==> src/hw/rtl/fpac_pkg.sv <==
`default_nettype none
// ----------------------------------------------------------------------------
// fpac_pkg: shared types for the frame parser
// Parse phases, the result item record and byte-wide constants.
// ----------------------------------------------------------------------------
package fpac_pkg;

  localparam int unsigned ByteW = 8;
  localparam int unsigned FlagW = 16;
  localparam logic [ByteW-1:0] ByteMask = 8'hFF;

  // parse phase of the receive stream
  typedef enum logic [2:0] {
    PH_FLAG_HI = 3'd0,
    PH_FLAG_LO = 3'd1,
    PH_PDU     = 3'd2,
    PH_LEN     = 3'd3,
    PH_DATA    = 3'd4,
    PH_CHECK   = 3'd5
  } phase_t;

  // result item kinds
  typedef enum logic {
    KIND_PAYLOAD   = 1'b0,
    KIND_FRAME_END = 1'b1
  } kind_t;

  // one result item
  typedef struct packed {
    kind_t            kind;
    logic [FlagW-1:0] frame_flag;
    logic [ByteW-1:0] frame_pdu;
    logic [ByteW-1:0] frame_length;
    logic [ByteW-1:0] payload_byte;
    logic [ByteW-1:0] byte_index;
    logic             check_ok;
    logic [ByteW-1:0] received_check;
  } result_t;

endpackage
`default_nettype wire

==> src/hw/rtl/fpac_parser.sv <==
`default_nettype none
// ----------------------------------------------------------------------------
// fpac_parser: frame header, payload and check byte parser
// Updates the parse state for every accepted byte and forms the result item
// that the byte causes, if any.
// ----------------------------------------------------------------------------
module fpac_parser (
  input  wire logic                    clk,
  input  wire logic                    rst_n,
  input  wire logic                    take,
  input  wire logic [7:0]              rx_byte,
  input  wire logic                    frame_start,
  input  wire logic                    cfg_we,
  input  wire logic                    cfg_check_enable,
  output logic                         res_valid,
  output fpac_pkg::result_t            res
);

  fpac_pkg::phase_t phase_r, phase_nxt, ph_eff;
  logic [15:0] flag_r, flag_nxt;
  logic [7:0]  pdu_r, pdu_nxt;
  logic [7:0]  len_r, len_nxt;
  logic [7:0]  cnt_r, cnt_nxt;
  logic [7:0]  sum_r, sum_nxt;
  logic        chk_en_r;
  logic [7:0]  sum_add;

  // hold the check enable register
  always_ff @(posedge clk) begin
    if (!rst_n) begin
      chk_en_r <= 1'b1;
    end else if (cfg_we) begin
      chk_en_r <= cfg_check_enable;
    end
  end

  // advance the parse state on each accepted item
  always_ff @(posedge clk) begin
    if (!rst_n) begin
      phase_r <= fpac_pkg::PH_FLAG_HI;
      flag_r  <= '0;
      pdu_r   <= '0;
      len_r   <= '0;
      cnt_r   <= '0;
      sum_r   <= '0;
    end else if (take) begin
      phase_r <= phase_nxt;
      flag_r  <= flag_nxt;
      pdu_r   <= pdu_nxt;
      len_r   <= len_nxt;
      cnt_r   <= cnt_nxt;
      sum_r   <= sum_nxt;
    end
  end

  assign sum_add = sum_r + rx_byte;

  // pick the effective phase: a start marker or an unused code restarts
  always_comb begin
    ph_eff = phase_r;
    if (frame_start || !(phase_r inside {fpac_pkg::PH_FLAG_HI, fpac_pkg::PH_FLAG_LO,
                                         fpac_pkg::PH_PDU, fpac_pkg::PH_LEN,
                                         fpac_pkg::PH_DATA, fpac_pkg::PH_CHECK})) begin
      ph_eff = fpac_pkg::PH_FLAG_HI;
    end
  end

  // next state and result item
  always_comb begin
    phase_nxt = phase_r;
    flag_nxt  = flag_r;
    pdu_nxt   = pdu_r;
    len_nxt   = len_r;
    cnt_nxt   = cnt_r;
    sum_nxt   = sum_r;
    res_valid = 1'b0;
    res.kind           = fpac_pkg::KIND_PAYLOAD;
    res.frame_flag     = flag_r;
    res.frame_pdu      = pdu_r;
    res.frame_length   = len_r;
    res.payload_byte   = '0;
    res.byte_index     = '0;
    res.check_ok       = 1'b0;
    res.received_check = '0;
    case (ph_eff)
      fpac_pkg::PH_FLAG_LO: begin
        flag_nxt  = {flag_r[15:8], rx_byte};
        sum_nxt   = sum_add;
        phase_nxt = fpac_pkg::PH_PDU;
      end
      fpac_pkg::PH_PDU: begin
        pdu_nxt   = rx_byte;
        sum_nxt   = sum_add;
        phase_nxt = fpac_pkg::PH_LEN;
      end
      fpac_pkg::PH_LEN: begin
        len_nxt   = rx_byte;
        sum_nxt   = sum_add;
        cnt_nxt   = '0;
        phase_nxt = (rx_byte == '0) ? fpac_pkg::PH_CHECK : fpac_pkg::PH_DATA;
      end
      fpac_pkg::PH_DATA: begin
        res_valid        = take;
        res.payload_byte = rx_byte;
        res.byte_index   = cnt_r;
        sum_nxt          = sum_add;
        cnt_nxt          = (cnt_r + 8'd1) & fpac_pkg::ByteMask;
        if (cnt_nxt == len_r) begin
          phase_nxt = fpac_pkg::PH_CHECK;
        end
      end
      fpac_pkg::PH_CHECK: begin
        res_valid          = take;
        res.kind           = fpac_pkg::KIND_FRAME_END;
        res.check_ok       = !chk_en_r || (sum_r == rx_byte);
        res.received_check = rx_byte;
        phase_nxt          = fpac_pkg::PH_FLAG_HI;
      end
      default: begin
        // flag high byte opens a new frame
        flag_nxt  = {rx_byte, 8'h00};
        sum_nxt   = rx_byte;
        phase_nxt = fpac_pkg::PH_FLAG_LO;
      end
    endcase
  end

endmodule
`default_nettype wire

==> src/hw/rtl/fpac_out_queue.sv <==
`default_nettype none
// ----------------------------------------------------------------------------
// fpac_out_queue: result register with skid stage
// Holds result items for the consumer; the skid entry lets one more item
// in while the head item waits.
// ----------------------------------------------------------------------------
module fpac_out_queue (
  input  wire logic                    clk,
  input  wire logic                    rst_n,
  input  wire logic                    push,
  input  wire fpac_pkg::result_t       push_data,
  output logic                         space,
  output logic                         out_valid,
  input  wire logic                    out_ready,
  output fpac_pkg::result_t            out_data
);

  logic              head_vld_r, head_vld_nxt;
  logic              skid_vld_r, skid_vld_nxt;
  fpac_pkg::result_t head_r, skid_r;
  logic              pop;
  logic              to_skid;

  assign pop       = head_vld_r && out_ready;
  assign to_skid   = push && head_vld_r && !out_ready;
  assign space     = !skid_vld_r;
  assign out_valid = head_vld_r;
  assign out_data  = head_r;

  // occupancy
  always_comb begin
    head_vld_nxt = head_vld_r;
    skid_vld_nxt = skid_vld_r;
    if (pop) begin
      head_vld_nxt = skid_vld_r || push;
      skid_vld_nxt = 1'b0;
    end else if (to_skid) begin
      skid_vld_nxt = 1'b1;
    end else if (push) begin
      head_vld_nxt = 1'b1;
    end
  end

  always_ff @(posedge clk) begin
    if (!rst_n) begin
      head_vld_r <= 1'b0;
      skid_vld_r <= 1'b0;
    end else begin
      head_vld_r <= head_vld_nxt;
      skid_vld_r <= skid_vld_nxt;
    end
  end

  // load head from skid first, else from the new item
  always_ff @(posedge clk) begin
    if (pop && skid_vld_r) begin
      head_r <= skid_r;
    end else if (push && (pop || !head_vld_r)) begin
      head_r <= push_data;
    end
    if (to_skid) begin
      skid_r <= push_data;
    end
  end

endmodule
`default_nettype wire

==> src/hw/rtl/frame_parser_additive_checksum.sv <==
`default_nettype none
// ----------------------------------------------------------------------------
// frame_parser_additive_checksum: length-prefixed frame parser
// Parses flag, PDU, length, payload and check byte; passes payload bytes out
// and ends each frame with a header plus additive checksum verdict.
// ----------------------------------------------------------------------------
//   channel | ports          | direction | carries
//   in      | in_valid/ready | input     | rx_byte, frame_start
//   out     | out_valid/ready| output    | one result item per payload/check
//   cfg     | cfg_valid/ready| input     | check_enable in cfg_data
//
// One byte is accepted per cycle while in_ready is high; its result item is
// registered in the queue head, or in the skid entry while the head waits.
// Reset clears the parse state to "expect flag high byte" and sets check
// enable. A stalled consumer is absorbed by one skid entry; input stalls
// only once both the head and skid entries are full.
// ----------------------------------------------------------------------------
module frame_parser_additive_checksum (
  input  wire logic        clk,
  input  wire logic        rst_n,
  input  wire logic        in_valid,
  output logic             in_ready,
  input  wire logic [7:0]  in_rx_byte,
  input  wire logic        in_frame_start,
  output logic             out_valid,
  input  wire logic        out_ready,
  output logic             out_kind,
  output logic [15:0]      out_frame_flag,
  output logic [7:0]       out_frame_pdu,
  output logic [7:0]       out_frame_length,
  output logic [7:0]       out_payload_byte,
  output logic [7:0]       out_byte_index,
  output logic             out_check_ok,
  output logic [7:0]       out_received_check,
  input  wire logic        cfg_valid,
  output logic             cfg_ready,
  input  wire logic        cfg_data
);

  logic              take;
  logic              space;
  logic              res_valid;
  fpac_pkg::result_t res;
  fpac_pkg::result_t out_data;

  assign in_ready  = space;
  assign take      = in_valid && space;
  assign cfg_ready = 1'b1;

  fpac_parser u_parser (
    .clk              (clk),
    .rst_n            (rst_n),
    .take             (take),
    .rx_byte          (in_rx_byte),
    .frame_start      (in_frame_start),
    .cfg_we           (cfg_valid),
    .cfg_check_enable (cfg_data),
    .res_valid        (res_valid),
    .res              (res)
  );

  fpac_out_queue u_out_queue (
    .clk       (clk),
    .rst_n     (rst_n),
    .push      (res_valid),
    .push_data (res),
    .space     (space),
    .out_valid (out_valid),
    .out_ready (out_ready),
    .out_data  (out_data)
  );

  // unpack the result item onto its ports
  assign out_kind           = out_data.kind;
  assign out_frame_flag     = out_data.frame_flag;
  assign out_frame_pdu      = out_data.frame_pdu;
  assign out_frame_length   = out_data.frame_length;
  assign out_payload_byte   = out_data.payload_byte;
  assign out_byte_index     = out_data.byte_index;
  assign out_check_ok       = out_data.check_ok;
  assign out_received_check = out_data.received_check;

endmodule
`default_nettype wire
==> config.mk <==
export PLATFORM = sky130hd
export DESIGN_NAME = frame_parser_additive_checksum
export DESIGN_NICKNAME = d
export VERILOG_FILES = /design/src/hw/rtl/fpac_pkg.sv /design/src/hw/rtl/fpac_parser.sv /design/src/hw/rtl/fpac_out_queue.sv /design/src/hw/rtl/frame_parser_additive_checksum.sv
export SDC_FILE = /design/constraint.sdc
export NUM_CORES = 1
export LEC_CHECK = 0
export BUFFER_PORTS_ARGS = -buffer_cell sky130_fd_sc_hd__clkbuf_2
export CORE_MARGIN = 4
export CORE_UTILIZATION = 55
export DETAILED_ROUTE_END_ITERATION = 16
export HOLD_SLACK_MARGIN = 0.02
export MAX_ROUTING_LAYER = met4
export PLACE_DENSITY = 0.86
export REMOVE_ABC_BUFFERS = 1
export SLEW_MARGIN = 20
export SYNTH_ARGS = -nofsm -noshare
export SYNTH_HDL_FRONTEND = slang
export SYNTH_SLANG_ARGS = --single-unit
==> constraint.sdc <==
create_clock -name clk -period 9.8 [get_ports clk]
set_input_delay 1.96 -clock clk [delete_from_list [all_inputs] [get_ports clk]]
set_output_delay 1.96 -clock clk [all_outputs]
set_load 0.005 [all_outputs]
Word-level counts from Yosys, hierarchy flattened:

Index checks and enable logic that the tools add are counted.

* register bits after elaboration: 170
* word-level logic and storage cells: 95
* output and inout port bits: 61
* bits of input ports: 15

* bitwise gates (word level): 4
* equality and inequality tests: 14
* add/sub/neg operators: 2
* reduce and logical (&&, ||, !) cells: 33
* multiplexer cells: 16

Operators with widths (number)
* $mux 58: 2
* $pmux 16 s2: 1
* $pmux 8 s2: 2
* $eq 8x8->1: 2
* $mux 16: 1
* $pmux 3 s5: 1
* $reduce_and 2->1: 7
* $eq 3x2->1 const B: 4
* $eq 3x3->1 const B: 4
* $mux 9: 1
* $add 8x1->8 const B: 1
* $add 8x8->8: 1
* $logic_not 8->1: 1
* $reduce_or 4->1: 2
* $eq 3x1->1 const B: 2
* $logic_and 1x1->1: 6
* $mux 1: 6
* $mux 3: 2
* $reduce_bool 2->1: 3
* $reduce_bool 6->1: 1
* $logic_not 1->1: 5
* $logic_or 1x1->1: 4
* $ne 2x1->1 const B: 2
* $not 1->1: 4
* other kinds (3): 4

Longest topological paths before layout:

Gate-level depths: netlist (run 1).

* word-level depth: 12
* gate-level depth with buffers: 9

Modules after synthesis:

From an unflattened synthesis (run 1), not the netlist that was laid out.

* cells, all modules: 534
* area total of the unflattened synthesis: 7206.9 µm²

Modules (own cells, without submodules)
* fpac_out_queue: times used 1, cells an instance 194, area an instance 4365.4 µm², seq. area each 3523.4 µm²
* fpac_parser: times used 1, cells an instance 337, area an instance 2824.0 µm², seq. area each 1041.0 µm²
* frame_parser_additive_checksum: times used 1, cells an instance 3, area an instance 17.5 µm², seq. area each 0.0 µm²

Worst setup path after synthesis (run 1):

Ideal clock, no wire load.

* kind: input to register
* start: in in_frame_start
* end: reg u_out_queue.head_r, in the netlist u_out_queue.out_data[0], enable pin
* data required time: 9246 ps
* arrival: 6446 ps
* buffers on the path: 0
* library setup time: 554 ps
* setup slack: 2800 ps
* stages: 3
* cell sequence: nor3b_2 nand3b_1 o21ai_0

* longest elaborated chain between the ends: 7

Ends and longest elaborated chain
* from (decl): RTL line frame_parser_additive_checksum.sv:24 `input wire logic in_frame_start,`
* $logic_or 1x1->1 (*): RTL line fpac_parser.sv:61 `if (frame_start || !(phase_r inside {fpac_pkg::PH_FLAG_HI, fpac_pkg::PH_FLAG_LO,`
* $mux 3 (*): RTL line fpac_parser.sv:61
* $eq 3x3->1: RTL line fpac_parser.sv:85 `case (ph_eff)`
* $reduce_or 2->1 (no line) (*)
* $mux 1 (*): RTL line fpac_parser.sv:85
* $logic_and 1x1->1 (*): RTL line fpac_out_queue.sv:58 `end else if (push && (pop || !head_vld_r)) begin`
* $reduce_bool 2->1 (no line) (*)
* to (signal assigned): RTL line fpac_out_queue.sv:57 `head_r <= skid_r;`
* to (signal assigned): RTL line fpac_out_queue.sv:59 `head_r <= push_data;`
* to (decl): RTL line fpac_out_queue.sv:20 `fpac_pkg::result_t head_r, skid_r;`

Every way passes the cells marked *; elsewhere a longest branch is shown, timed or not.
A chain may end at the register's enable or synchronous reset.

Final worst setup path (run 1):

* start: in in_frame_start
* end: reg u_parser.cnt_r[4]

* longest elaborated chain between the ends: 5

Ends and longest elaborated chain
* $logic_or 1x1->1 (*): RTL line fpac_parser.sv:61
* $mux 3 (*): RTL line fpac_parser.sv:61
* $eq 3x2->1 / $eq 3x3->1 (equally long branches): RTL line fpac_parser.sv:85
* $reduce_bool 2->1 (no line)
* $reduce_and 2->1 (no line)
* to (signal assigned): RTL line fpac_parser.sv:51 `cnt_r <= cnt_nxt;`
* to (decl): RTL line fpac_parser.sv:23 `logic [7:0] cnt_r, cnt_nxt;`

Marks and branches as above.

==> metrics.yaml, run 1 <==
antenna_found_initial: 0
htree_levels: 4
yosysTopAreaCell: "edfxtp_1"
nFillCells: 948
start_util_pct: 56.9
synth_enable_flop_cells: 116
synth_seq_area_share_pct: 62.8
max-slew-margin-rel_pct: 25.8
cts_resized: 0
grt_start_max_net_pins: 60
finalSetupViolations: 0
insertion_delay_ns: 0.42
drt_wl_total_mm: 15.2
synth_top_area_share_pct: 48.0
grt.met2_usage_pct: 36.4
synth_area_leaders: "edfxtp_1 48%, dfxtp_1 15%, nand2_1 6.3%"
tightest_slew_ns: 1.10
wl_per_cell_um: 17.8
synth_area_um2: 7260
crit_type: "in2reg"
drc_errors: 0
met3_usage_pct: 3.93
first_pass_iters: 5
critPathMaxFanout: 19
yosys-top-cells-count: "121 x nand2_1, 116 x edfxtp_1, 54 x dfxtp_1"
design_area_um2: 8330
async_reset_ff_share_pct: 0
min_path_type: "reg2reg"
synth.distinct_cells: 53
fin_tns_setup_ns: 0
ys.warnings.count: 0
dp_hpwl_mm: 9.21
via_per_inst: 5.61
vias: 4799
status: "finished clean"
port_buffers: 74
final_max_slew_viol_count: 0
crit_arrival_ns: 4.09
cts_setup_buffers: 0
final_nets: 695
core_um2: 12800
cp-start-kind: "input port"
ctsHoldBuffers: 0
cts_made_buffers: 17
grt_pass1_wl_mm: 24.8
antennaDiodeCount: 0
post-synth-top-count-cell: "nand2_1"
drive_gt1_share_pct: 21.2
worstPathRequired_ns: 10.11
fp-row-count: 41
postSynthCellCount: 601
post_dp_cell_area_um2: 7780
synth-seq-cells: 170
fin_crit_ns: 3.78
detail_route.iter0.violations: 449
grt_usage_pct: 22.0
busiest_layer: "met2"
cts_tree: "yes"
multi_input_area_um2: 2580
fmax_ghz: 0.264
power.leakage_nw: 3.31
synthFlopType: "edfxtp_1"
areaGrowthSynthToFinish_pct: 14.7
drv_cap: 0
cts_root_buf: "clkbuf_16"
numClockSinks: 170
syn_avg_cell_area_um2: 12.1
postRouteAntennaNets: 0
die_w_um: 123
ir_drop_v: 0.000118
power.density_nw_per_um2: 176
clock_path_buffers: 2
fin_skew_ns: 0.00610
die_h_um: 123
gp_congestion: 0.944
register_area_um2: 4560
io-pin-count: 76
period_share_pct: 38.6
grt_use_met1_pct: 27.1
cts.clk_slew.worst_paths_ns: 0.07
dieArea_um2: 15100
grt_overflow_total: 0
hold_viol_final: 0
rsz0062_at_grt: "no"
p_total_mw: 1.47
grt_pass1_vias: 4880
end_kind: "register"
## cell usage in the layout (no fill, tap or decap), drive strengths merged, types with 2 or more instances in the layout
| master | n |
|---|---|
| nand2 | 121 |
| edfxtp | 116 |
| clkbuf | 93 |
| dfxtp | 54 |
| nor2b | 43 |
| mux2i | 31 |
| and2 | 28 |
| mux2 | 25 |
| nor2 | 18 |
| o21ai | 17 |
| a21oi | 16 |
| nand3 | 14 |
| inv | 13 |
| xnor2 | 11 |
| nor3 | 9 |
| a22oi | 8 |
| ha | 8 |
| a21boi | 6 |
| o21a | 5 |
| buf | 4 |
| and3 | 3 |
| xor2 | 3 |
| nand2b | 3 |
| nor3b | 3 |
| clkinv | 3 |
| nand3b | 2 |
| nor4 | 2 |
| o31ai | 2 |
| or4 | 2 |
| a21o | 2 |
| o31a | 2 |
| o211a | 2 |
| clkinvlp | 2 |
## flip-flops by register name (all words and copies together) (netlist names)
| signal | flops |
|---|---|
| u_out_queue.out_data | 58 |
| u_out_queue.skid_r | 58 |
| u_parser.flag_r | 16 |
| u_parser.cnt_r | 8 |
| u_parser.len_r | 8 |
| u_parser.pdu_r | 8 |
| u_parser.sum_r | 8 |
| u_parser.phase_r | 3 |
| u_out_queue.out_valid | 1 |
| u_out_queue.skid_vld_r | 1 |
| u_parser.chk_en_r | 1 |
## report_power, final
part / internal [mW] / switching (mW)
Combinational: 0.0274 / 0.0402
Clock: 0.338 / 0.288
Sequential: 0.765 / 0.00691
Total: 1.13 / 0.335
## cells by family after synthesis
group,synth area share (%)
fa+ha+maj,1.65
mux,8.15
buf+inv,1.98
other cells,0.0516
xor+xnor,1.69
compound gates,5.98
flops,62.8
simple gates,17.7
## per-layer routing
layer	up-vias	share of wire, %
li1	2266	-
met2	160	50
met4	0	2.3
met5	-	0
met3	33	5.2
met1	2340	42
## worst max-delay path, cell delays in order
cell	delay (ns)
clkbuf_2	0.17
nor4b_4	0.80
nand2_1	0.44
nand2_1	0.31
o21ai_0	0.16
a21oi_1	0.19
nor2b_1	0.06
## layout make-up
| cell class | count | share of cell area [%] |
|---|---|---|
| clock buffer | 19 | 5.32 |
| clock inverter | 13 | 1.28 |
| inverter | 5 | 0.225 |
| multi-input combinational | 399 | 31.0 |
| sequential | 170 | 54.8 |
| tap | 172 | 2.58 |
| timing repair buffer | 78 | 4.81 |
## metrics by stage
step / util (%) / hold slack (ns) / instances / setup WS (ns)
finish: 65.2 / 0.464 / 856 / 6.02
floorplan: - / 0.429 / 574 / 2.80
detailed placement: 60.9 / 0.445 / 824 / 5.67
global placement: 60.9 / 0.440 / 824 / 5.81
CTS: 65.2 / 0.465 / 856 / 6.07
global route: 65.2 / 0.478 / 856 / 5.79
## final timing paths
path	startpoint	endpoint	slack (ns)	cells after the start
min reg2reg	u_parser.flag_r[4]$_SDFFE_PN0P_	u_out_queue.skid_r[45]$_DFFE_PP_	0.46	0
min	u_parser.flag_r[4]$_SDFFE_PN0P_	u_out_queue.skid_r[45]$_DFFE_PP_	0.46	0
max reg2reg	u_parser.phase_r[2]$_SDFFE_PN0P_	u_parser.cnt_r[4]$_SDFFE_PN0P_	7.12	6
max	in_frame_start	u_parser.cnt_r[4]$_SDFFE_PN0P_	6.02	7
Note: power is estimated with default switching activity, not from simulation.
==> run 2, diff against run 1 <==
Settings changed: CORE_UTILIZATION 55 to 53, PLACE_DENSITY 0.86 to 0.87.
Clock period 9.8 ns to 3 ns, I/O delays scaled along.
==> metrics.yaml, run 2 (synthesized netlist as in run 1, its figures left out) <==
fp-row-count: 42
via_per_inst: 5.57
core_um2: 13300
grt_pass1_vias: 4849
die_w_um: 125
worst_hold_slack_ns: 0.385
rsz0062_at_grt: "no"
slowest_stage: "dfxtp_1"
p_switching_mw: 1.11
antenna_found_initial: 0
wl_per_cell_um: 17.4
cts_resized: 0
areaGrowthSynthToFinish_pct: 16.8
dieArea_um2: 15600
ir_drop_v: 0.000379
fin_skew_ns: 0.00695
drc_errors: 0
multi_input_area_um2: 2580
clkPwrFrac_pct: 45.6
p_total_mw: 5.05
max-slew-margin-rel_pct: 31.2
min_path_type: "in2reg"
final_common_cell: "nand2_1"
dp_hpwl_mm: 9.37
register_area_um2: 4560
gp_congestion: 0.888
p_sw_share_pct: 22.0
crit_chain: "and4bb_2, nand2b_4, nor2_8, a21o_1, a22o_1, o31a_1"
worstPathRequired_ns: 3.32
crit_type: "reg2reg"
clock_path_buffers: 2
p_int_mw: 3.94
combPwrFrac_pct: 4.4
status: "finished clean"
cp-start-kind: "register"
vias: 4839
die_h_um: 125
detail_route.iter0.violations: 528
final_max_slew_viol_count: 0
grt_overflow_total: 0
power.density_nw_per_um2: 596
grt_start_max_net_pins: 58
drive_gt1_share_pct: 22.4
start_util_pct: 54.4
final_core_util_pct: 63.6
power.leakage_nw: 3.39
drv_cap: 0
postRouteAntennaNets: 0
grt_usage_pct: 20.3
finalSetupViolations: 0
cts_tree: "yes"
htree_levels: 4
antennaDiodeCount: 0
fmax_ghz: 0.476
numClockSinks: 170
io-pin-count: 76
critPathMaxStageDelay_ns: 0.59
drt_wl_total_mm: 15.1
layout_common_cells: "121 x nand2_1, 116 x edfxtp_1, 74 x clkbuf_2, 54 x dfxtp_1, 42 x nor2b_1"
seqPwrFrac_pct: 49.9
critPathTopFamily: "simple AND/OR/NAND/NOR gates"
crit_buf_inv: 0
port_buffers: 74
critPathMaxFanout: 13
cts.clk_slew.worst_paths_ns: 0.07
final_nets: 704
fin_crit_ns: 2.10
tightest_slew_ns: 1.03
first_pass_iters: 5
period_share_pct: 70.0
end_kind: "register"
crit_arrival_ns: 2.42
hold_viol_final: 0
cts_setup_buffers: 0
ctsHoldBuffers: 0
grt_pass1_wl_mm: 24.7
cts_made_buffers: 17
cts_root_buf: "clkbuf_16"
insertion_delay_ns: 0.43
nFillCells: 985
run 2: area by class of cell:
class	instances	area share (%)
Multi-Input combinational cell	399	30.4
Tap cell	176	2.60
Clock inverter	15	2.42
Timing Repair Buffer	87	5.52
Inverter	5	0.221
Sequential cell	170	53.8
Clock buffer	17	5.01
run 2: worst register-to-register path, delay by kind of cell (launching register included):
kind	cells	cell delay, ns
AND/OR/NAND/NOR	3	0.84
flip-flops	1	0.59
AO/OA/AOI/OAI	3	0.57
run 2: stage by stage:
stage                     instances  TNS, ns  worst slack (ns)  area (um^2)
after floorplan                 574  -213.53             -2.64         7140
after global placement          837        0             0.595         7850
after detailed placement        837        0             0.534         7850
after CTS                       869        0             0.929         8480
after global routing            869        0             0.813         8480
final                           869        0             0.900         8480
run 2: path summary, 6_finish.rpt:
path / depth (start not counted) / to / slack, ns / from
worst max register to register: 6 / u_parser.sum_r[7]$_SDFFE_PN0P_ / 0.90 / u_parser.phase_r[0]$_SDFFE_PN0P_
worst max-delay path: 6 / u_parser.sum_r[7]$_SDFFE_PN0P_ / 0.90 / u_parser.phase_r[0]$_SDFFE_PN0P_
worst min register to register: 0 / u_out_queue.skid_r[40]$_DFFE_PP_ / 0.47 / u_parser.pdu_r[7]$_SDFFE_PN0P_
worst min-delay path: 3 / u_parser.chk_en_r$_SDFFE_PN1P_ / 0.38 / cfg_data
run 2: power by group through the flow:
stage / registers [mW] / logic [mW] / clock network [mW]
finish: 2.52 / 0.223 / 2.31
CTS: 2.52 / 0.219 / 2.33
detailed placement: 2.57 / 0.214 / 0
floorplan: 2.57 / 0.141 / 0
global placement: 2.57 / 0.202 / 0
global route: 2.52 / 0.244 / 2.44
run 2: routing by layer:
| layer | global-route usage [%] | vias to the layer above | share of wire [%] |
|---|---|---|---|
| met4 | 7.14 | 0 | 1.9 |
| met2 | 32.1 | 180 | 48 |
| met5 | - | - | 0 |
| met3 | 4.56 | 34 | 5.8 |
| met1 | 26.0 | 2338 | 44 |
| li1 | - | 2287 | - |
